### src/hdl/bsc_pkg.sv
`timescale 1ns / 1ps
package bsc_pkg;

    localparam int WORD_BITS_DEF = 64;
    localparam int CAPACITY_DEF  = 4096;
    localparam int ELEM_W        = 16;
    localparam int CMD_W         = 2;
    localparam int COUNT_W       = 13;

    typedef enum logic [CMD_W-1:0] {
        CMD_ADD    = 2'd0,
        CMD_REMOVE = 2'd1,
        CMD_TEST   = 2'd2,
        CMD_CLEAR  = 2'd3
    } t_cmd;

endpackage

### src/hdl/bsc_channels.sv
`timescale 1ns / 1ps
interface bsc_cmd_if import bsc_pkg::*; ();
    logic              valid;
    logic              ready;
    t_cmd              command;
    logic [ELEM_W-1:0] element;

    modport source (output valid, command, element, input ready);
    modport sink (input valid, command, element, output ready);
endinterface

interface bsc_res_if import bsc_pkg::*; ();
    logic               valid;
    logic               ready;
    logic               was_present;
    logic [COUNT_W-1:0] member_count;
    logic               out_of_range;

    modport source (output valid, was_present, member_count, out_of_range, input ready);
    modport sink (input valid, was_present, member_count, out_of_range, output ready);
endinterface

### src/hdl/bitmap_set_with_count_core.sv
// add, remove, test: accepting cycle, index split and word read, then modify and write-back;
//   the result then loads, or waits in S_EMIT for a free output; no command taken meanwhile
// out of range: result loads via S_EMIT once the output is free; no command taken meanwhile
// clear: zeroes the ceil(CAPACITY / WORD_BITS) words, one per cycle, result via S_EMIT
// after reset the same sweep runs first and no command is taken until it ends
// results sit in an output register, so a command is taken while a result is still held
`timescale 1ns / 1ps
module bitmap_set_with_count_core import bsc_pkg::*; #(
    parameter int WORD_BITS = WORD_BITS_DEF,
    parameter int CAPACITY  = CAPACITY_DEF
) (
    input  logic   i_clk,
    input  logic   i_rst_n,
    bsc_cmd_if.sink   i_cmd,
    bsc_res_if.source o_res
);

    localparam int WORD_COUNT = (CAPACITY + WORD_BITS - 1) / WORD_BITS;
    localparam int ADDR_W     = (WORD_COUNT > 1) ? $clog2(WORD_COUNT) : 1;
    localparam int POS_W      = $clog2(WORD_BITS);
    localparam int CNT_W      = $clog2(CAPACITY + 1);
    localparam logic [ADDR_W-1:0] LAST_ADDR = ADDR_W'(WORD_COUNT - 1);
    localparam logic [ELEM_W:0]   CAP_LIM   = (ELEM_W + 1)'(CAPACITY);

    typedef enum logic [4:0] {
        S_CLEAR = 5'b00001,
        S_IDLE  = 5'b00010,
        S_SPLIT = 5'b00100,
        S_MOD   = 5'b01000,
        S_EMIT  = 5'b10000
    } t_state;

    t_state              r_state, n_state;
    t_cmd                r_cmd, n_cmd;
    logic [ADDR_W-1:0]   r_clr_addr, n_clr_addr;
    logic                r_clr_reply, n_clr_reply;
    logic [CNT_W-1:0]    r_count, n_count;
    logic [ADDR_W-1:0]   r_word, n_word;
    logic [POS_W-1:0]    r_pos, n_pos;
    logic                r_res_present, n_res_present;
    logic                r_res_oor, n_res_oor;

    logic                r_out_valid;
    logic                r_out_present;
    logic [COUNT_W-1:0]  r_out_count;
    logic                r_out_oor;

    logic                cmd_ready;
    logic                split_load;
    logic [ADDR_W-1:0]   split_word;
    logic [POS_W-1:0]    split_pos;
    logic                mem_we;
    logic [ADDR_W-1:0]   mem_waddr;
    logic [WORD_BITS-1:0] mem_wdata;
    logic                mem_re;
    logic [WORD_BITS-1:0] mem_rdata;
    logic [WORD_BITS-1:0] bit_mask;
    logic                present;
    logic                out_free;
    logic                load_out;
    logic [COUNT_W+CNT_W-1:0] count_ext;

    bsc_split #(
        .WORD_BITS (WORD_BITS),
        .ADDR_W    (ADDR_W),
        .POS_W     (POS_W)
    ) u_split (
        .i_clk     (i_clk),
        .i_load    (split_load),
        .i_element (i_cmd.element),
        .o_word    (split_word),
        .o_pos     (split_pos)
    );

    bsc_mem #(
        .DEPTH  (WORD_COUNT),
        .DATA_W (WORD_BITS),
        .ADDR_W (ADDR_W)
    ) u_mem (
        .i_clk   (i_clk),
        .i_we    (mem_we),
        .i_waddr (mem_waddr),
        .i_wdata (mem_wdata),
        .i_re    (mem_re),
        .i_raddr (split_word),
        .o_rdata (mem_rdata)
    );

    assign out_free = !r_out_valid || o_res.ready;
    assign bit_mask = WORD_BITS'(1) << r_pos;
    assign present  = mem_rdata[r_pos];

    always_comb begin
        n_state       = r_state;
        n_cmd         = r_cmd;
        n_clr_addr    = r_clr_addr;
        n_clr_reply   = r_clr_reply;
        n_count       = r_count;
        n_word        = r_word;
        n_pos         = r_pos;
        n_res_present = r_res_present;
        n_res_oor     = r_res_oor;
        cmd_ready     = 1'b0;
        split_load    = 1'b0;
        mem_we        = 1'b0;
        mem_waddr     = r_word;
        mem_wdata     = mem_rdata;
        mem_re        = 1'b0;
        load_out      = 1'b0;

        unique case (r_state)
            S_CLEAR: begin
                mem_we    = 1'b1;
                mem_waddr = r_clr_addr;
                mem_wdata = '0;
                if (r_clr_addr == LAST_ADDR) begin
                    n_clr_addr = '0;
                    n_count    = '0;
                    if (r_clr_reply) begin
                        n_clr_reply   = 1'b0;
                        n_res_present = 1'b0;
                        n_res_oor     = 1'b0;
                        n_state       = S_EMIT;
                    end else begin
                        n_state = S_IDLE;
                    end
                end else begin
                    n_clr_addr = r_clr_addr + ADDR_W'(1);
                end
            end
            S_IDLE: begin
                cmd_ready = 1'b1;
                if (i_cmd.valid) begin
                    n_cmd = i_cmd.command;
                    if (i_cmd.command == CMD_CLEAR) begin
                        n_clr_reply = 1'b1;
                        n_state     = S_CLEAR;
                    end else if ({1'b0, i_cmd.element} >= CAP_LIM) begin
                        n_res_present = 1'b0;
                        n_res_oor     = 1'b1;
                        n_state       = S_EMIT;
                    end else begin
                        split_load = 1'b1;
                        n_state    = S_SPLIT;
                    end
                end
            end
            S_SPLIT: begin
                mem_re  = 1'b1;
                n_word  = split_word;
                n_pos   = split_pos;
                n_state = S_MOD;
            end
            S_MOD: begin
                // read data of this word is valid now; only this command touches it
                case (r_cmd)
                    CMD_ADD: begin
                        if (!present) begin
                            mem_we    = 1'b1;
                            mem_wdata = mem_rdata | bit_mask;
                            n_count   = r_count + CNT_W'(1);
                        end
                    end
                    CMD_REMOVE: begin
                        if (present) begin
                            mem_we    = 1'b1;
                            mem_wdata = mem_rdata & ~bit_mask;
                            n_count   = r_count - CNT_W'(1);
                        end
                    end
                    default: begin
                    end
                endcase
                n_res_present = present;
                n_res_oor     = 1'b0;
                if (out_free) begin
                    load_out = 1'b1;
                    n_state  = S_IDLE;
                end else begin
                    n_state = S_EMIT;
                end
            end
            S_EMIT: begin
                if (out_free) begin
                    load_out = 1'b1;
                    n_state  = S_IDLE;
                end
            end
            default: begin
                n_state = S_CLEAR;
            end
        endcase
    end

    // member_count shows the low bits of the count
    assign count_ext = {{COUNT_W{1'b0}}, n_count};

    always_ff @(posedge i_clk) begin
        if (!i_rst_n) begin
            r_state     <= S_CLEAR;
            r_clr_addr  <= '0;
            r_clr_reply <= 1'b0;
            r_count     <= '0;
            r_out_valid <= 1'b0;
        end else begin
            r_state     <= n_state;
            r_clr_addr  <= n_clr_addr;
            r_clr_reply <= n_clr_reply;
            r_count     <= n_count;
            if (load_out) begin
                r_out_valid <= 1'b1;
            end else if (o_res.ready) begin
                r_out_valid <= 1'b0;
            end
        end
    end

    always_ff @(posedge i_clk) begin
        r_cmd         <= n_cmd;
        r_word        <= n_word;
        r_pos         <= n_pos;
        r_res_present <= n_res_present;
        r_res_oor     <= n_res_oor;
        if (load_out) begin
            r_out_present <= n_res_present;
            r_out_count   <= count_ext[COUNT_W-1:0];
            r_out_oor     <= n_res_oor;
        end
    end

    assign i_cmd.ready        = cmd_ready;
    assign o_res.valid        = r_out_valid;
    assign o_res.was_present  = r_out_present;
    assign o_res.member_count = r_out_count;
    assign o_res.out_of_range = r_out_oor;

endmodule

### src/hdl/bsc_split.sv
`timescale 1ns / 1ps
module bsc_split import bsc_pkg::*; #(
    parameter int WORD_BITS = WORD_BITS_DEF,
    parameter int ADDR_W    = 6,
    parameter int POS_W     = 6
) (
    input  logic              i_clk,
    input  logic              i_load,
    input  logic [ELEM_W-1:0] i_element,
    output logic [ADDR_W-1:0] o_word,
    output logic [POS_W-1:0]  o_pos
);

    // quotient by reciprocal multiply; the estimate is at most one low
    localparam int SHIFT  = 24;
    localparam int RECIP  = (1 << SHIFT) / WORD_BITS;
    localparam int PROD_W = ELEM_W + SHIFT;

    logic [ELEM_W-1:0] r_elem;
    logic [PROD_W-1:0] r_prod;
    logic [ELEM_W-1:0] q_est;
    logic [ELEM_W-1:0] r_raw;
    logic [ELEM_W-1:0] q_fix;
    logic [ELEM_W-1:0] rem_fix;

    always_ff @(posedge i_clk) begin
        if (i_load) begin
            r_elem <= i_element;
            r_prod <= PROD_W'(i_element) * PROD_W'(RECIP);
        end
    end

    always_comb begin
        q_est = r_prod[SHIFT +: ELEM_W];
        r_raw = r_elem - ELEM_W'(q_est * ELEM_W'(WORD_BITS));
        if (r_raw >= ELEM_W'(WORD_BITS)) begin
            q_fix   = q_est + ELEM_W'(1);
            rem_fix = r_raw - ELEM_W'(WORD_BITS);
        end else begin
            q_fix   = q_est;
            rem_fix = r_raw;
        end
    end

    assign o_word = ADDR_W'(q_fix);
    assign o_pos  = POS_W'(rem_fix);

endmodule

### src/hdl/bsc_mem.sv
`timescale 1ns / 1ps
module bsc_mem #(
    parameter int DEPTH  = 64,
    parameter int DATA_W = 64,
    parameter int ADDR_W = 6
) (
    input  logic              i_clk,
    input  logic              i_we,
    input  logic [ADDR_W-1:0] i_waddr,
    input  logic [DATA_W-1:0] i_wdata,
    input  logic              i_re,
    input  logic [ADDR_W-1:0] i_raddr,
    output logic [DATA_W-1:0] o_rdata
);

    logic [DATA_W-1:0] r_mem [DEPTH];
    logic [DATA_W-1:0] r_rdata;

    always_ff @(posedge i_clk) begin
        if (i_we) begin
            r_mem[i_waddr] <= i_wdata;
        end
    end

    always_ff @(posedge i_clk) begin
        if (i_re) begin
            r_rdata <= r_mem[i_raddr];
        end
    end

    assign o_rdata = r_rdata;

endmodule

### src/flat_wrapper.sv
// flat-port wrapper written by rule: the top's interface ports become plain ports
module bitmap_set_with_count_core_flat import bsc_pkg::*;
#(
    parameter int WORD_BITS = WORD_BITS_DEF,
    parameter int CAPACITY  = CAPACITY_DEF
)
  (i_clk, i_rst_n, i_cmd_valid, i_cmd_command, i_cmd_element, i_cmd_ready, o_res_valid, o_res_was_present, o_res_member_count, o_res_out_of_range, o_res_ready);
  bsc_cmd_if i_cmd_i ();
  bsc_res_if o_res_i ();
  input  logic i_clk;
  input  logic i_rst_n;
  input wire logic [$bits(i_cmd_i.valid)-1:0] i_cmd_valid;
  input wire logic [$bits(i_cmd_i.command)-1:0] i_cmd_command;
  input wire logic [$bits(i_cmd_i.element)-1:0] i_cmd_element;
  output wire logic [$bits(i_cmd_i.ready)-1:0] i_cmd_ready;
  output wire logic [$bits(o_res_i.valid)-1:0] o_res_valid;
  output wire logic [$bits(o_res_i.was_present)-1:0] o_res_was_present;
  output wire logic [$bits(o_res_i.member_count)-1:0] o_res_member_count;
  output wire logic [$bits(o_res_i.out_of_range)-1:0] o_res_out_of_range;
  input wire logic [$bits(o_res_i.ready)-1:0] o_res_ready;
  assign i_cmd_i.valid = i_cmd_valid;
  assign i_cmd_i.command = i_cmd_command;
  assign i_cmd_i.element = i_cmd_element;
  assign i_cmd_ready = i_cmd_i.ready;
  assign o_res_valid = o_res_i.valid;
  assign o_res_was_present = o_res_i.was_present;
  assign o_res_member_count = o_res_i.member_count;
  assign o_res_out_of_range = o_res_i.out_of_range;
  assign o_res_i.ready = o_res_ready;
  bitmap_set_with_count_core #(.WORD_BITS(WORD_BITS), .CAPACITY(CAPACITY)) u_core (.i_clk(i_clk), .i_rst_n(i_rst_n), .i_cmd(i_cmd_i), .o_res(o_res_i));
endmodule
### config.mk
export PLATFORM = sky130hd
export DESIGN_NAME = bitmap_set_with_count_core_flat
export DESIGN_NICKNAME = d
export VERILOG_FILES = /design/src/hdl/bsc_pkg.sv /design/src/hdl/bsc_channels.sv /design/src/hdl/bitmap_set_with_count_core.sv /design/src/hdl/bsc_split.sv /design/src/hdl/bsc_mem.sv /design/src/flat_wrapper.sv
export SDC_FILE = /design/constraint.sdc
export NUM_CORES = 2
export LEC_CHECK = 0
export BUFFER_PORTS_ARGS = -buffer_cell sky130_fd_sc_hd__buf_2
export CORE_ASPECT_RATIO = 1.4
export CORE_MARGIN = 2
export CORE_UTILIZATION = 50
export DETAILED_ROUTE_END_ITERATION = 6
export PLACE_DENSITY = 0.68
export SLEW_MARGIN = 5
export SYNTH_ARGS = -nofsm -noshare
export SYNTH_HDL_FRONTEND = slang
export SYNTH_SLANG_ARGS = --single-unit
export TNS_END_PERCENT = 20
### constraint.sdc
create_clock -name i_clk -period 8.4 [get_ports i_clk]
set_clock_uncertainty 0.2 [all_clocks]
set_input_delay 2.1 -clock i_clk [delete_from_list [all_inputs] [get_ports i_clk]]
set_output_delay 2.1 -clock i_clk [all_outputs]
set_load 0.01 [all_outputs]
==> results by group <==
Setup path
  • Reg2Reg Depth: 11
  • RR Startpoint: u_core.r_pos[0]
  • CP endpoint kind: flop
  • Category of the worst setup path launch point: flop
  • Slowest Stage Delay on Critical Path: 1.06 ns
  • CP arrival: 6.58 ns
  • CP Class: flop to flop
  • WP data required: 8.73 ns
  • Flop-to-flop setup slack: 2.14 ns
  • Max Fanout on Critical Path: 39
  • CP max-delay cell: edfxtp_1
  • CP dominant cell by count: buf_4
  • Reg-to-Reg End: u_core.u_mem.r_mem[5][46]
  • Worst path cell trace: mux4_2, mux2_2, and3_1, o211a_1, or3_1, a211oi_2, o21ai_2, buf_4, nor2_4, buf_4, buf_4

Finish
  • Share of cells above drive strength 1: 32.8%
  • Final Util: 56.6%
  • Final #Nets: 6,950
  • P&R area growth vs syn: 12.6%

Floorplan
  • Die ar.: 0.329 sq mm
  • Die Y: 678 microns
  • Initial core utilization: 50.2%
  • Die W: 485 microns
  • # rows: 247
  • Ports: 39
  • Core area: 0.323 sq mm

STA
  • Hold Slack: 0.249 ns
  • Fin crit share: 74.5%
  • Peak Freq: 160 MHz
  • Setup TNS: 0 ns
  • Final setup margin: 2.14 ns
  • Max Slew Vio Count: 0
  • Minimum clock period: 6.26 ns
  • Slew margin rel.: 11.8%
  • Slew @ Worst Pin: 1.32 ns
  • Finish-stage setup viols: 0
  • RSZ-0062 raised after global routing: no
  • Fin. Hold Viols: 0

Clocking
  • CTS sink count: 4,229
  • Worst-path clk slew: 0.06 ns
  • Bufs on Longest Clock Path: 4
  • Post-CTS Resized: 0
  • CTS hold repair buffers: 0
  • Postcts setup bufs: 0
  • Num CTS Buffers: 385
  • CTS tree: done
  • H-tree depth: 5
  • Worst skew pair latency: 0.94 ns
  • Clock root cell: clkbuf_16

Synth
  • Syn Area/Cell: 24.6 sq um
  • Most used DFF post-synth: edfxtp_1
  • Gate Count Post-Synth: 6,590
  • Post-synth EDFFs: 4,201
  • Sequential element share of the synthesized area: 78.1%
  • Yosys reg bits: 4,229
  • Ys Warns: 0
  • Library cells used by synthesis: 76
  • Mapped cell area: 0.162 sq mm
  • Syn_nets: 6,615
  • Synth async-reset ratio: 0%

Routing
  • Avg Vias per Cell: 6.65
  • Initial DRC count: 11.4k
  • WL final: 437 mm
  • Post-DRT Antenna Nets: 0
  • First-pass DRT Iterations: 6
  • Via count: 76.4k
  • DRC: 0
  • Routed wire per std cell: 38.1 microns

Global routing
  • GRT Residual Overflow: 0
  • Antenna violations before repair: 24
  • First-pass GRT wire length: 608 mm
  • Total Routing Usage GR: 26.6%
  • Largest net degree at the start of global routing: 131
  • Vias in the first global route: 77.6k

Place
  • Post-DP HPWL: 241 mm
  • Placer Congestion: 0.914
  • Port bufs: 38
  • Setup Slack @ Placement: 2.25 ns

Power and ir drop
  • Sequential Power Share: 55.6%
  • Switching part of the total power: 21.0%
  • P_sw: 9.10 mW
  • Peak supply drop: 0.214 mV
  • Pint: 34.3 mW
  • Pwr/cell area: 237 mW/mm^2
  • LEAKAGE: 58.1 nW
  • Final Power: 43.4 mW
  • Comb power frac: 3.8%
  • Clock power share: 40.6%

Outcome
  • Outcome: completed

Min path
  • Hold path endpoint: u_core.r_pos[2]
  • Hold path startpoint: u_core.u_split.r_elem[2]
  • Min-Delay Path Class: flop to flop
  • Hold Crit Depth: 0

Flow run
  • Max-cap violations: 0
-- final cells by class --
| cell class | instances | area (sq um) |
|---|---|---|
| diodes | 16 | 40.0 |
| flip-flops and latches | 4229 | 127000 |
| clock buffers | 466 | 10100 |
| multi-input cells | 1993 | 35300 |
| well taps | 4233 | 5300 |
| repair buffers | 302 | 2750 |
| fillers | 22600 | 140000 |
| clock inverters | 234 | 2420 |
| inverters | 14 | 52.6 |
-- metal layers --
metal  wire length [microns]  global-route usage (%)  vias up
met5                      88                       0        -
met4                   21300                    11.6       12
met3                   38800                    4.61      853
met2                  225000                    44.8     4501
met1                  152000                    34.1    41600
li1                        -                       -    29400
-- flip-flops by register name (all words and copies together), names as in the netlist --
register	flops
u_core.r_pos	6
u_core.r_word	6
u_core.u_mem.r_mem	4096
u_core.r_state	5
u_core.r_clr_reply	1
u_core.o_res.was_present	1
u_core.r_res_oor	1
u_core.r_res_present	1
u_core.u_mem.o_rdata	64
u_core.r_clr_addr	6
u_core.r_cmd	2
u_core.u_split.r_elem	12
u_core.o_res.out_of_range	1
u_core.r_count	13
u_core.o_res.member_count	13
u_core.o_res.valid	1
-- worst max-delay path, delay by kind of cell, from the launching register on --
family	cells	cell delay (ns)
flip-flops	1	1.06
buffers and inverters	3	1.78
AND/OR/NAND/NOR	3	0.78
AO/OA/AOI/OAI	3	1.06
multiplexers	2	0.91
-- worst max path at each step --
stage / startpoint / endpoint / slack (ns) / cells after the start
CTS: u_core.r_pos[0] / u_core.u_mem.r_mem[28][36] / 2.18 / 10
floorplan: u_core.r_pos[0] / u_core.u_mem.r_mem[0][0] / 2.35 / 9
detailed placement: u_core.r_pos[0] / u_core.u_mem.r_mem[57][21] / 2.25 / 10
global route: u_core.r_pos[0] / u_core.u_mem.r_mem[28][36] / 2.02 / 10
global placement: u_core.r_pos[0] / u_core.u_mem.r_mem[28][47] / 2.26 / 10
finish: u_core.r_pos[0] / u_core.u_mem.r_mem[5][46] / 2.14 / 11
-- cell usage after synthesis (4+ instances only) --
| master | number | area [sq um] |
|---|---|---|
| a21oi_1 | 141 | 706 |
| a22oi_1 | 6 | 45.0 |
| a31oi_1 | 10 | 62.6 |
| a31oi_4 | 4 | 85.1 |
| and2_1 | 10 | 62.6 |
| and3_1 | 13 | 81.3 |
| buf_1 | 84 | 315 |
| buf_2 | 15 | 75.1 |
| clkbuf_1 | 253 | 950 |
| dfxtp_1 | 28 | 561 |
| edfxtp_1 | 4201 | 126000 |
| inv_1 | 14 | 52.6 |
| mux2_2 | 4 | 45.0 |
| mux2i_1 | 17 | 170 |
| mux4_2 | 1353 | 30500 |
| nand2_1 | 61 | 229 |
| nand2b_1 | 6 | 37.5 |
| nand3_1 | 25 | 125 |
| nand3b_1 | 9 | 67.6 |
| nand4_1 | 9 | 56.3 |
| nor2_1 | 132 | 495 |
| nor2b_1 | 8 | 50.1 |
| nor3_1 | 14 | 70.1 |
| nor4_1 | 6 | 37.5 |
| o211ai_1 | 6 | 45.0 |
| o21a_1 | 4 | 30.0 |
| o21ai_0 | 74 | 370 |
| o21ai_2 | 4 | 35.0 |
| or3_1 | 4 | 25.0 |
-- logic make-up (layout without fill, tap and decap cells) --
logic type | count (synthesis) | count (layout) | synth area share (%)
flops | 4229 | 4229 | 78.1
mux | 1374 | 1374 | 18.9
buf+inv | 368 | 1016 | 0.870
simple gates | 317 | 317 | 0.931
compound gates | 296 | 296 | 1.12
fa+ha+maj | 3 | 3 | 0.0231
xor+xnor | 3 | 3 | 0.0162
other cells | 0 | 16 | 0
-- power by group through the flow --
stage / Sequential [mW] / Clock (mW) / Combinational (mW)
6_report: 24.1 / 17.6 / 1.63
5_1_grt: 24.1 / 18.6 / 1.69
4_1_cts: 24.1 / 17.8 / 1.61
3_5_place_dp: 24.6 / 0 / 1.62
3_3_place_gp: 24.5 / 0 / 1.55
2_1_floorplan: 24.6 / 0 / 0.725
-- cell usage in the layout (no fill, tap or decap), types with 13 or more instances in the layout --
master / count
clkbuf_1: 72
diode_2: 16
clkinv_2: 70
clkinvlp_4: 18
inv_1: 14
nand3_1: 25
nor3_1: 13
o21ai_0: 72
buf_12: 43
clkinv_1: 79
bufinv_16: 43
edfxtp_1: 4201
nor2_1: 66
dfxtp_1: 28
buf_2: 38
a21oi_4: 64
mux4_2: 1353
nand2_1: 60
a21oi_1: 78
mux2i_1: 17
and3_1: 13
clkbuf_16: 392
nor2_4: 64
buf_4: 219
-- metrics by stage --
stage / instance area [sq um] / instances
CTS: 183000 / 11500
detailed placement: 170000 / 10800
global route: 183000 / 11500
floorplan: 162000 / 6590
global placement: 170000 / 10800
finish: 183000 / 11500
Note: power is estimated with default switching activity, not from simulation.
